**config.mk**
```make
export PLATFORM = sky130hd
export DESIGN_NAME = modular_exponentiation
export DESIGN_NICKNAME = d
export VERILOG_FILES = /design/src/sv/mexp_pkg.sv /design/src/sv/modular_exponentiation.sv /design/src/sv/mexp_mulmod.sv
export SDC_FILE = /design/constraint.sdc
export NUM_CORES = 1
export LEC_CHECK = 0
export BUFFER_PORTS_ARGS = -buffer_cell sky130_fd_sc_hd__buf_2
export CAP_MARGIN = 20
export CORE_ASPECT_RATIO = 1.25
export CORE_MARGIN = 2
export CORE_UTILIZATION = 50
export DETAILED_ROUTE_END_ITERATION = 10
export PLACE_DENSITY = 0.7
export SLEW_MARGIN = 20
export SYNTH_ARGS = -nofsm -noshare
export SYNTH_HDL_FRONTEND = slang
export SYNTH_HIERARCHICAL = 1
export SYNTH_SLANG_ARGS = --single-unit
```
**constraint.sdc**
```tcl
create_clock -name clk -period 20.1 [get_ports clk]
set_input_delay 1.005 -clock clk [delete_from_list [all_inputs] [get_ports clk]]
set_output_delay 1.005 -clock clk [all_outputs]
set_load 0.03 [all_outputs]
```
**src/sv/mexp_pkg.sv**
```systemverilog
// Shared types and constants for the modular exponentiation block.
`timescale 1ns / 1ps

package mexp_pkg;

	// Width of every external field and configuration register
	localparam int FIELD_BITS = 32;

	// Configuration register indexes
	localparam int CFG_IDX_BITS = 1;
	localparam logic [CFG_IDX_BITS-1:0] REG_MODULUS  = 1'b0;
	localparam logic [CFG_IDX_BITS-1:0] REG_EXPONENT = 1'b1;

	// Exponentiation sequencer states
	typedef enum logic [2:0] {
		ST_IDLE,
		ST_RED,
		ST_CHK,
		ST_MUL,
		ST_SQR,
		ST_FIN
	} mexp_state_t;

endpackage

```
**src/sv/modular_exponentiation.sv**
```systemverilog
// Top level: right-to-left square-and-multiply modular exponentiation.
//
// Usage: load modulus (index 0) and exponent (index 1) on the cfg port while
// the block is idle; both reset to 1. Each word on the s_ channel is a
// message; the m_ channel returns message^exponent mod modulus in tdata and
// a bad-modulus flag in tuser (power forced to 0 when modulus is zero).
// One word is worked on at a time; s_tready is high only while idle.
// Sequence: the message is first reduced by the multiplier. Each exponent
// bit up to the highest set one then costs a check state, a squaring
// (skipped after the highest set bit) and, for a set bit, a multiplication
// before it; the result then passes through the output register. A zero
// modulus skips the multiplier and goes straight to the output register.
// All steps share the single bit-serial multiplier.
// The result sits in an output register; while the receiver stalls the block
// may take one new word and holds its result until the register drains.
// Reset (arst_n, async, active low) clears control only; config resets to 1.
`timescale 1ns / 1ps

module modular_exponentiation import mexp_pkg::*; #(
	parameter int WORD_BITS = 32
) (
	input  logic                    clk,
	input  logic                    arst_n,
	// configuration write port
	input  logic                    cfg_we,
	input  logic [CFG_IDX_BITS-1:0] cfg_index,
	input  logic [FIELD_BITS-1:0]   cfg_data,
	// input stream
	input  logic                    s_tvalid,
	output logic                    s_tready,
	input  logic [FIELD_BITS-1:0]   s_tdata,   // [31:0] message
	// output stream
	output logic                    m_tvalid,
	input  logic                    m_tready,
	output logic [FIELD_BITS-1:0]   m_tdata,   // [31:0] power
	output logic                    m_tuser    // [0] bad_modulus
);

	logic [FIELD_BITS-1:0] modulus_q;
	logic [FIELD_BITS-1:0] exponent_q;
	logic [WORD_BITS-1:0]  mod_fit;
	logic [WORD_BITS-1:0]  one_mod;
	logic [WORD_BITS-1:0]  e_q;
	logic [WORD_BITS-1:0]  r_q;
	logic [WORD_BITS-1:0]  b_q;
	logic                  bad_q;
	logic                  out_valid_q;
	logic [FIELD_BITS-1:0] power_q;
	logic                  out_bad_q;
	mexp_state_t           state_q;
	mexp_state_t           state_d;
	logic                  mm_start;
	logic [WORD_BITS-1:0]  mm_a;
	logic [WORD_BITS-1:0]  mm_b;
	logic                  mm_done;
	logic [WORD_BITS-1:0]  mm_result;
	logic                  out_free;

	// Configuration registers
	always_ff @(posedge clk or negedge arst_n) begin
		if (!arst_n) begin
			modulus_q  <= FIELD_BITS'(1);
			exponent_q <= FIELD_BITS'(1);
		end else if (cfg_we) begin
			case (cfg_index)
				REG_MODULUS:  modulus_q  <= cfg_data;
				REG_EXPONENT: exponent_q <= cfg_data;
				default: ;
			endcase
		end
	end

	assign mod_fit  = WORD_BITS'(modulus_q);
	assign one_mod  = (mod_fit == WORD_BITS'(1)) ? '0 : WORD_BITS'(1);
	assign out_free = !out_valid_q || m_tready;
	assign s_tready = (state_q == ST_IDLE);

	// Shared modular multiplier
	mexp_mulmod #(
		.WORD_BITS(WORD_BITS)
	) u_mulmod (
		.clk    (clk),
		.arst_n (arst_n),
		.start  (mm_start),
		.a      (mm_a),
		.b      (mm_b),
		.m      (mod_fit),
		.done   (mm_done),
		.result (mm_result)
	);

	// Sequencer next state and multiplier launch
	always_comb begin
		state_d  = state_q;
		mm_start = 1'b0;
		mm_a     = b_q;
		mm_b     = b_q;
		case (state_q)
			ST_IDLE: begin
				if (s_tvalid) begin
					if (mod_fit == '0) begin
						state_d = ST_FIN;
					end else begin
						// reduce message: message * 1 mod m
						mm_start = 1'b1;
						mm_a     = WORD_BITS'(s_tdata);
						mm_b     = one_mod;
						state_d  = ST_RED;
					end
				end
			end
			ST_RED: begin
				if (mm_done) begin
					state_d = ST_CHK;
				end
			end
			ST_CHK: begin
				if (e_q == '0) begin
					state_d = ST_FIN;
				end else if (e_q[0]) begin
					mm_start = 1'b1;
					mm_a     = r_q;
					state_d  = ST_MUL;
				end else begin
					mm_start = 1'b1;
					state_d  = ST_SQR;
				end
			end
			ST_MUL: begin
				if (mm_done) begin
					if ((e_q >> 1) == '0) begin
						state_d = ST_FIN;
					end else begin
						mm_start = 1'b1;
						state_d  = ST_SQR;
					end
				end
			end
			ST_SQR: begin
				if (mm_done) begin
					state_d = ST_CHK;
				end
			end
			ST_FIN: begin
				if (out_free) begin
					state_d = ST_IDLE;
				end
			end
			default: state_d = ST_IDLE;
		endcase
	end

	always_ff @(posedge clk or negedge arst_n) begin
		if (!arst_n) begin
			state_q <= ST_IDLE;
		end else begin
			state_q <= state_d;
		end
	end

	// Working registers: exponent shifter, result and running base
	always_ff @(posedge clk) begin
		case (state_q)
			ST_IDLE: begin
				if (s_tvalid) begin
					e_q   <= WORD_BITS'(exponent_q);
					bad_q <= (mod_fit == '0);
					r_q   <= (mod_fit == '0) ? '0 : one_mod;
				end
			end
			ST_RED: begin
				if (mm_done) begin
					b_q <= mm_result;
				end
			end
			ST_MUL: begin
				if (mm_done) begin
					r_q <= mm_result;
				end
			end
			ST_SQR: begin
				if (mm_done) begin
					b_q <= mm_result;
					e_q <= e_q >> 1;
				end
			end
			default: ;
		endcase
	end

	// Output register
	always_ff @(posedge clk or negedge arst_n) begin
		if (!arst_n) begin
			out_valid_q <= 1'b0;
		end else if (state_q == ST_FIN && out_free) begin
			out_valid_q <= 1'b1;
		end else if (m_tready) begin
			out_valid_q <= 1'b0;
		end
	end

	always_ff @(posedge clk) begin
		if (state_q == ST_FIN && out_free) begin
			power_q   <= FIELD_BITS'(r_q);
			out_bad_q <= bad_q;
		end
	end

	assign m_tvalid = out_valid_q;
	assign m_tdata  = power_q;
	assign m_tuser  = out_bad_q;

endmodule

```
**src/sv/mexp_mulmod.sv**
```systemverilog
// Bit-serial interleaved modular multiplier: one multiplier bit per cycle.
`timescale 1ns / 1ps

module mexp_mulmod import mexp_pkg::*; #(
	parameter int WORD_BITS = 32
) (
	input  logic                 clk,
	input  logic                 arst_n,
	input  logic                 start,
	input  logic [WORD_BITS-1:0] a,
	input  logic [WORD_BITS-1:0] b,
	input  logic [WORD_BITS-1:0] m,
	output logic                 done,
	output logic [WORD_BITS-1:0] result
);

	localparam int CW = $clog2(WORD_BITS);

	logic [WORD_BITS-1:0] a_q;
	logic [WORD_BITS-1:0] b_q;
	logic [WORD_BITS-1:0] acc_q;
	logic [CW-1:0]        cnt_q;
	logic                 busy_q;
	logic                 done_q;
	logic [WORD_BITS-1:0] acc_dbl;
	logic [WORD_BITS-1:0] acc_nxt;

	// (x + y) mod m for x, y below m; the sum never leaves the word
	function automatic logic [WORD_BITS-1:0] add_mod(
		input logic [WORD_BITS-1:0] x,
		input logic [WORD_BITS-1:0] y,
		input logic [WORD_BITS-1:0] md
	);
		logic [WORD_BITS-1:0] gap;
		gap = md - y;
		if (x >= gap) begin
			return x - gap;
		end
		return x + y;
	endfunction

	// One step: double the accumulator, then add b if the top bit of a is set
	always_comb begin
		acc_dbl = add_mod(acc_q, acc_q, m);
		acc_nxt = a_q[WORD_BITS-1] ? add_mod(acc_dbl, b_q, m) : acc_dbl;
	end

	// Control: step counter, busy and done pulse
	always_ff @(posedge clk or negedge arst_n) begin
		if (!arst_n) begin
			busy_q <= 1'b0;
			done_q <= 1'b0;
			cnt_q  <= '0;
		end else begin
			done_q <= 1'b0;
			if (start) begin
				busy_q <= 1'b1;
				cnt_q  <= CW'(WORD_BITS - 1);
			end else if (busy_q) begin
				cnt_q <= cnt_q - 1'b1;
				if (cnt_q == '0) begin
					busy_q <= 1'b0;
					done_q <= 1'b1;
				end
			end
		end
	end

	// Datapath: multiplier shifts out MSB first
	always_ff @(posedge clk) begin
		if (start) begin
			a_q   <= a;
			b_q   <= b;
			acc_q <= '0;
		end else if (busy_q) begin
			a_q   <= {a_q[WORD_BITS-2:0], 1'b0};
			acc_q <= acc_nxt;
		end
	end

	assign done   = done_q;
	assign result = acc_q;

endmodule
```
== Word level (Yosys, flattened, before mapping) ==
Index checks and enable logic that the tools add are counted.
Storage, ports and cells
  input bits: 70
  flip-flop bits (word level): 301
  logic and storage cells: 107
Cells by class
  reductions and logical operators: 20
  eq/ne operators: 11
  bitwise gates (word level): 1
  add/sub/neg operators: 7
  mux-type cells: 50
  $lt $le $gt $ge: 2
Operators with widths (number)
  2-to-1 mux 32 bit: 18
  case mux 32 bit (2 select lines): 3
  subtractor 32 bit: 4
  logical NOT 32 bit: 3
  adder 32 bit: 2
  greater-or-equal comparator 32 bit: 2
  == test 32 x 1 -> 1 bit (second input constant): 1
  2-to-1 mux 3 bit: 7
  2-to-1 mux 1 bit: 18
  case mux 3 bit (5 select lines): 1
  2-to-1 mux 5 bit: 2
  AND reduction 2 bit: 4
  nonzero test 2 bit: 4
  == test 3 x 2 -> 1 bit (second input constant): 2
  == test 3 bit (second input constant): 2
  != test 2 x 1 -> 1 bit (second input constant): 3
  AND reduction 3 bit: 2
  logical NOT 5 bit: 1
  subtractor 5 x 1 -> 5 bit (second input constant): 1
  != test 2 bit (second input constant): 2
  AND reduction 4 bit: 1
  == test 3 x 1 -> 1 bit (second input constant): 1
  logical NOT 3 bit: 1
  case mux 1 bit (3 select lines): 1
  other kinds (5): 5

== Logic depth before layout (Yosys ltp) ==
Gate-level depths: netlist of run 1.
  depth in word-level cells: 8
  depth in mapped cells: 48
  mapped depth without buffers: 44

== By module ==
Netlist of run 1, hierarchy kept.
Modules (own cells, without submodules)
  mexp_mulmod: area an instance 12899.9 um2, cells an instance 1615, times used 1
  modular_exponentiation: area an instance 8730.9 um2, cells an instance 612, times used 1

== Worst setup path before layout of run 1 ==
No wires, ideal clock.
  path type: reg-to-reg
  start: register u_mulmod.acc_q[0] (netlist: u_mulmod/result[0])
  end: register u_mulmod.acc_q[30] (netlist: u_mulmod/result[30])
  setup slack: 11.546 ns
  stages on the path, launching flop included: 43
  clock period less this slack: 8.554 ns
  path buffers: 4
  data arrival time: 8.359 ns
  cells stage by stage: dfxtp_1 -> ha_1 -> inv_1 -> fa_1 -> a21o_1 -> a21oi_1 -> o21bai_1 -> a21oi_1 -> o21bai_1 -> a211oi_1 -> o31a_1 -> o21ai_0 -> a31oi_1 -> nor3_1 -> nor2_1 -> a21oi_1 -> a211oi_1 -> o21ai_0 -> [... 7 more ...] -> buf_2 -> buf_2 -> buf_1 -> buf_1 -> mux2i_1 -> xnor2_1 -> ha_1 -> a311o_1 -> maj3_1 -> nand2_1 -> o2111ai_1 -> o211ai_1 -> a31oi_1 -> a31oi_1 -> o21ai_1 -> or3b_1 -> a21oi_1 -> o32ai_1
On the way
  cells in the longest elaborated chain, start to end: 8
RTL lines
  start, declared: line mexp_mulmod.sv:21  | logic [WORD_BITS-1:0] acc_q;
  start signal, assigned: line mexp_mulmod.sv:77  | acc_q <= acc_nxt;
  subtractor 32 bit: line mexp_mulmod.sv:35  | gap = md - y;
  subtractor 32 bit / greater-or-equal comparator 32 bit (equally long branches): line mexp_mulmod.sv:37, mexp_mulmod.sv:36
  2-to-1 mux 32 bit / 2-to-1 mux 1 bit (equally long branches): line mexp_mulmod.sv:36  | if (x >= gap) begin
  2-to-1 mux 32 bit (*): line mexp_mulmod.sv:39  | return x + y;
  subtractor 32 bit / greater-or-equal comparator 32 bit (equally long branches): line mexp_mulmod.sv:37, mexp_mulmod.sv:36
  2-to-1 mux 32 bit / 2-to-1 mux 1 bit (equally long branches): line mexp_mulmod.sv:36
  2-to-1 mux 32 bit: line mexp_mulmod.sv:39
  2-to-1 mux 32 bit (*): line mexp_mulmod.sv:45  | acc_nxt = a_q[WORD_BITS-1] ? add_mod(acc_dbl, b_q, m) : acc_dbl;
Mark *: on every way between the ends. The rest lies on a longest branch, timed or not. The select of a mux whose other input is x is not followed.
A chain may end at the register's enable or synchronous reset.

== Worst setup path in the final report of run 1 ==
  start: register u_mulmod.acc_q[0] (netlist: u_mulmod/result[0])
  end: register u_mulmod.acc_q[23] (netlist: u_mulmod/result[23])
Same word-level chain as after synthesis.

==> impl_metrics.env, run 1 <==
export IMPL_drive_gt1_frac=0.151
export IMPL_cpPeakStageDelay_ns=0.61
export IMPL_clkLatencyLatePin_ns=0.59
export IMPL_antenna_found_initial=0
export IMPL_cap_violations=0
export IMPL_worstRegToRegCells=40
export IMPL_worst_slew_pin_slew_ns=0.977
export IMPL_track_usage=0.268
export IMPL_fin_nets=2515
export IMPL_ctsResizeCount=0
export IMPL_route_detailed_drc=0
export IMPL_num_vias=17700
export IMPL_critPathKind="flip-flop to flip-flop"
export IMPL_io_pins=105
export IMPL_skew_ns=0.0233
export IMPL_synth_nets=2448
export IMPL_crit_fanout=34
export IMPL_ir_worst_vdd_mv=0.0699
export IMPL_cts_made_buffers=31
export IMPL_syn2layout_area_growth_pct=9.38
export IMPL_rows=85
export IMPL_htree_levels=1
export IMPL_synth_avg_cell_area_um2=9.71
export IMPL_die_w_um=190
export IMPL_cp_start_kind="flip-flop"
export IMPL_seqCellArea_um2=8350
export IMPL_diodes=0
export IMPL_routed_wl_mm=61.4
export IMPL_powerDensity_nw_per_um2=98.7
export IMPL_start_util=0.505
export IMPL_hold_path_class="input port to asynchronous set/reset pin"
export IMPL_crit_arrival_ns=10.97
export IMPL_io_buffers=104
export IMPL_rsz0062_at_grt="false"
export IMPL_cts_hold_buf=0
export IMPL_final_setup_viol_count=0
export IMPL_fin_crit_sh=0.524
export IMPL_ys_warn_count=6
export IMPL_overflow=0
export IMPL_crit_required_ns=20.55
export IMPL_synthDistinctLibCells=89
export IMPL_critPathBufInv=4
export IMPL_cts_sinks=301
export IMPL_grt_start_max_net_pins=65
export IMPL_reg2reg_from="u_mulmod/result[0]"
export IMPL_grt_pass1_wl_mm=95.6
export IMPL_coreArea_um2=42900
export IMPL_fin_crit_ns=10.53
export IMPL_max_slew_margin_rel=0.347
export IMPL_fin_util=0.552
export IMPL_die_height_um=237
export IMPL_crit_family="compound AO/OA/AOI/OAI gates"
export IMPL_wl_per_cell_um=21.3
export IMPL_cts_tree="done"
export IMPL_fillers=3850
export IMPL_dpl_hpwl_mm=47.1
export IMPL_synth_seq_cells=301
export IMPL_dieArea_um2=45000
export IMPL_ys_flop_type="edfxtp_1"
export IMPL_syn_area_um2=21600
export IMPL_drv_slew=0
export IMPL_drtIter0Drc=1354
export IMPL_hold_viol=0
export IMPL_multi_input_comb_area_um2=12400
export IMPL_firstDrtPassIters=6
export IMPL_async_flop_share=0.249
export IMPL_p_leak_nw=9.52
export IMPL_via_per_inst=6.14
export IMPL_clockBufferDepth=3
export IMPL_path_clk_slew_ns=0.06
export IMPL_synth_edf_count=194
export IMPL_gp_congestion=0.967
export IMPL_worst_setup_path_end_kind="flip-flop"
export IMPL_root_buffer="clkbuf_16"
export IMPL_r2r_end="u_mulmod/result[23]"
export IMPL_rrSetupSlack_ns=9.57
export IMPL_max_freq_mhz=95.0
export IMPL_post_cts_buffers=0
export IMPL_ys_seq_area_frac=0.386
export IMPL_tns_ns=0
export IMPL_synthCells=2227
export IMPL_detail_route_antenna_nets=0
export IMPL_status="finished, final reports clean"
export IMPL_grt_pass1_vias=17200
export IMPL_crit_path_top_delay_cell="o311ai_0"
## final cells by class
cell class	instances	area share
repair buffers	128	0.0297
well taps	565	0.0299
multi-input cells	1709	0.526
flip-flops and latches	301	0.353
clock buffers	43	0.0369
clock inverters	15	0.00513
inverters	123	0.0195
## synthesized netlist by cell type, types with 34 or more instances
library cell | instances | area (um^2)
a21o_1 | 58 | 435
a21oi_1 | 167 | 836
a221o_1 | 34 | 340
and3_1 | 50 | 313
clkbuf_1 | 60 | 225
dfrtp_1 | 73 | 1830
edfxtp_1 | 194 | 5830
ha_1 | 148 | 1850
inv_1 | 123 | 462
mux2_2 | 127 | 1430
nand2_1 | 158 | 593
nand2b_1 | 44 | 275
nor2_1 | 124 | 465
nor2b_1 | 54 | 338
nor3_1 | 40 | 200
o21ai_0 | 104 | 521
xnor2_1 | 72 | 631
xor2_1 | 69 | 604
## placed cells by master, fill, tap and decap left out, types with 34 or more instances in the layout
cell type and n:
edfxtp_1 194, nor2b_1 53, o21ai_0 104, a21oi_1 166, nor3_1 40, dfrtp_1 73
nand2b_1 44, mux2_2 127, nor2_1 123, a21o_1 58, inv_1 123, nand2_1 158
a221o_1 34, xnor2_1 72, buf_2 103, ha_1 148, and3_1 50, xor2_1 69
## layer usage
| metal | wire [um] | global-route usage | vias up |
|---|---|---|---|
| met3 | 3510 | 0.0218 | 79 |
| met4 | 1290 | 0.0604 | 0 |
| met1 | 28200 | 0.383 | 8534 |
| met2 | 28300 | 0.445 | 595 |
| li1 | - | - | 8492 |
| met5 | 0 | 0 | - |
## registers in the layout, indices dropped and copies added (netlist names), 3 cells and up
register	cells
u_mulmod/cnt_q	5
state_q	3
e_q	32
u_mulmod/b_q	32
b_q	32
u_mulmod/result	32
r_q	32
exponent_q	32
mod_fit	32
m_tdata	32
u_mulmod/a_q	32
## how the worst max path moves through the flow
stage,start,to,slack [ns],cells after the start
6_report,u_mulmod/result[0],u_mulmod/result[23],9.57,40
5_1_grt,u_mulmod/result[1],u_mulmod/result[23],8.85,39
4_1_cts,u_mulmod/result[1],u_mulmod/result[27],9.80,39
3_5_place_dp,u_mulmod/result[1],u_mulmod/result[27],9.82,39
3_3_place_gp,u_mulmod/result[1],u_mulmod/result[27],10.13,39
2_1_floorplan,u_mulmod/result[0],u_mulmod/result[30],11.55,42
## cell families (layout without fill, tap and decap cells)
family | count (synthesis) | after routing | share of synthesized area
xor gates and xnor gates | 141 | 141 | 0.0571
muxes | 139 | 139 | 0.0718
and+or+nand+nor | 604 | 604 | 0.140
DFF | 301 | 301 | 0.386
adders and majority gates | 159 | 159 | 0.0921
AOI/OAI and AO/OA | 666 | 666 | 0.213
buffers and inverters | 217 | 309 | 0.0405
## through the flow
stage | area, um^2 | setup WS, ns | hold WS [ns] | instances | total power, mW
2_1_floorplan | 21600 | 11.55 | 0.400 | 2227 | 1.51
3_3_place_gp | 22700 | 10.13 | 0.433 | 2826 | 1.73
3_5_place_dp | 22700 | 9.82 | 0.433 | 2826 | 1.75
4_1_cts | 23700 | 9.80 | 0.371 | 2884 | 2.32
5_1_grt | 23700 | 8.85 | 0.399 | 2884 | 2.48
6_report | 23700 | 9.57 | 0.376 | 2884 | 2.33
## worst register-to-register path, delay by kind of cell (launching register included)
family | cells | cell delay [ns]
AOI/OAI and AO/OA | 23 | 5.92
and+or+nand+nor | 7 | 1.85
adders and majority gates | 5 | 1.36
buffers and inverters | 4 | 0.56
DFF | 1 | 0.52
xor gates and xnor gates | 1 | 0.17
## report_power, final
group          internal, mW  total [mW]  switching [mW]
Clock                 0.317       0.569           0.252
Combinational         0.427        1.07           0.644
Sequential            0.675       0.695          0.0194
Power figures use the tool's default switching activity.
==> run 2, diff against run 1 <==
clock period = 9.94 ns   (was 20.1 ns; I/O delays follow)
==> impl_metrics.env, run 2 (same netlist as run 1, synthesis figures left out) <==
export IMPL_status="finished, final reports clean"
export IMPL_reg2reg_from="mod_fit[0]"
export IMPL_htree_levels=1
export IMPL_powerDensity_nw_per_um2=202
export IMPL_coreArea_um2=42900
export IMPL_rows=85
export IMPL_overflow=0
export IMPL_crit_arrival_ns=9.89
export IMPL_fin_util=0.559
export IMPL_die_height_um=237
export IMPL_track_usage=0.276
export IMPL_whs_endpoint="exponent_q[2]"
export IMPL_cts_sinks=301
export IMPL_fin_crit_sh=0.951
export IMPL_antenna_found_initial=0
export IMPL_stdcell_area_um2=24000
export IMPL_io_buffers=104
export IMPL_whs_path_depth=2
export IMPL_p_leak_nw=9.69
export IMPL_ir_worst_vdd_mv=0.143
export IMPL_final_setup_viol_count=0
export IMPL_dpl_cell_area_um2=22900
export IMPL_grt_pass1_vias=17500
export IMPL_hold_viol=0
export IMPL_io_pins=105
export IMPL_clockBufferDepth=3
export IMPL_max_freq_mhz=106
export IMPL_crit_top_cell="a21oi_1"
export IMPL_path_clk_slew_ns=0.07
export IMPL_worst_setup_path_end_kind="flip-flop"
export IMPL_dpl_hpwl_mm=49.1
export IMPL_clkLatencyLatePin_ns=0.59
export IMPL_drtIter0Drc=1296
export IMPL_drv_slew=0
export IMPL_syn2layout_area_growth_pct=10.8
export IMPL_start_util=0.505
export IMPL_report_power_total_mw=4.85
export IMPL_routed_wl_mm=63.4
export IMPL_cp_start_kind="flip-flop"
export IMPL_worst_slew_pin_slew_ns=1.04
export IMPL_crit_required_ns=10.37
export IMPL_route_detailed_drc=0
export IMPL_root_buffer="clkbuf_16"
export IMPL_via_per_inst=6.19
export IMPL_detail_route_antenna_nets=0
export IMPL_hold_path_class="input port to flip-flop"
export IMPL_r2r_end="u_mulmod/result[30]"
export IMPL_grt_start_max_net_pins=65
export IMPL_cap_violations=0
export IMPL_gp_congestion=0.971
export IMPL_skew_ns=0.0304
export IMPL_cts_made_buffers=31
export IMPL_cpPeakStageDelay_ns=0.42
export IMPL_firstDrtPassIters=5
export IMPL_grt_pass1_wl_mm=97.6
export IMPL_fin_crit_ns=9.46
export IMPL_dieArea_um2=45000
export IMPL_min_from="cfg_data[2]"
export IMPL_fin_nets=2553
export IMPL_crit_fanout=17
export IMPL_wl_per_cell_um=21.7
export IMPL_rrSetupSlack_ns=0.48
export IMPL_cts_tree="done"
export IMPL_mostFrequentLayoutCell="edfxtp_1"
export IMPL_drive_gt1_frac=0.167
export IMPL_final_cell_mix="edfxtp_1, a21oi_1, nand2_1"
export IMPL_critPathKind="flip-flop to flip-flop"
export IMPL_max_slew_margin_rel=0.308
export IMPL_num_vias=18100
export IMPL_worstRegToRegCells=41
export IMPL_crit_path_top_delay_cell="dfstp_2"
export IMPL_diodes=0
export IMPL_die_w_um=190
-- run 2: cell count changes in the layout (fill, tap and decap cells not counted), sizes merged --
cell	delta
clkinvlp	+2
buf	+37
bufinv	-1
clkinv	+5
inv	-3
clkbuf	-3
dlygate4sd3	+1
-- run 2: per-layer routing --
| metal | GRT usage | wire, um | vias to the layer above | part of all wire |
|---|---|---|---|---|
| met5 | 0 | 0 | - | 0 |
| met4 | 0.0799 | 1730 | 0 | 0.027 |
| met3 | 0.0348 | 4390 | 103 | 0.069 |
| met2 | 0.446 | 28800 | 691 | 0.45 |
| met1 | 0.388 | 28500 | 8735 | 0.45 |
| li1 | - | - | 8562 | - |
-- run 2: layout make-up --
class	count	area (um^2)
fill	3828	18900
multi-input combinational	1709	12500
sequential	301	8350
timing repair buffer	166	1010
clock buffer	40	851
tap	565	707
inverter	123	462
clock inverter	18	130
-- run 2: worst max path at each step --
stage | from | to | slack, ns | cells past startpoint
5_1_grt | mod_fit[0] | u_mulmod/result[31] | -0.002 | 41
6_report | mod_fit[0] | u_mulmod/result[30] | 0.48 | 41
3_5_place_dp | u_mulmod/result[0] | u_mulmod/result[30] | 0.57 | 39
2_1_floorplan | u_mulmod/result[0] | u_mulmod/result[30] | 1.39 | 42
4_1_cts | u_mulmod/result[0] | u_mulmod/result[30] | 0.45 | 39
3_3_place_gp | u_mulmod/result[0] | u_mulmod/result[31] | 0.73 | 40
-- run 2: what timing repair did --
action	CTS	global route
endpoints found under the setup margin	0	20
resized for setup	0	9
endpoints found under the hold margin	12	0
buffers inserted	0	0
hold buffers	1	0
-- run 2: worst max-delay path, delay by kind of cell, from the launching register on --
kind                     cells  cell delay [ns]
AO/OA/AOI/OAI               22             4.67
XOR/XNOR                     2             0.19
adder cells (fa/ha/maj)      5             1.58
buffers and inverters        3             0.43
flip-flops                   1             0.42
multiplexers                 1             0.33
AND/OR/NAND/NOR              8             1.62
-- run 2: metrics by stage --
| stage | hold slack, ns | std cells | setup WS, ns | setup TNS [ns] |
|---|---|---|---|---|
| 5_1_grt | 0.141 | 2922 | -0.00165 | -0.00165 |
| 4_1_cts | 0.122 | 2922 | 0.445 | 0 |
| 3_5_place_dp | 0.345 | 2863 | 0.574 | 0 |
| 3_3_place_gp | 0.340 | 2863 | 0.735 | 0 |
| 6_report | 0.152 | 2922 | 0.484 | 0 |
| 2_1_floorplan | 0.201 | 2227 | 1.39 | 0 |
-- run 2: power by group --
part | leakage, nW | switching [mW] | internal [mW] | total [mW]
clock network | 0.467 | 0.510 | 0.610 | 1.12
registers | 2.57 | 0.0413 | 1.37 | 1.41
logic | 6.65 | 1.37 | 0.955 | 2.32
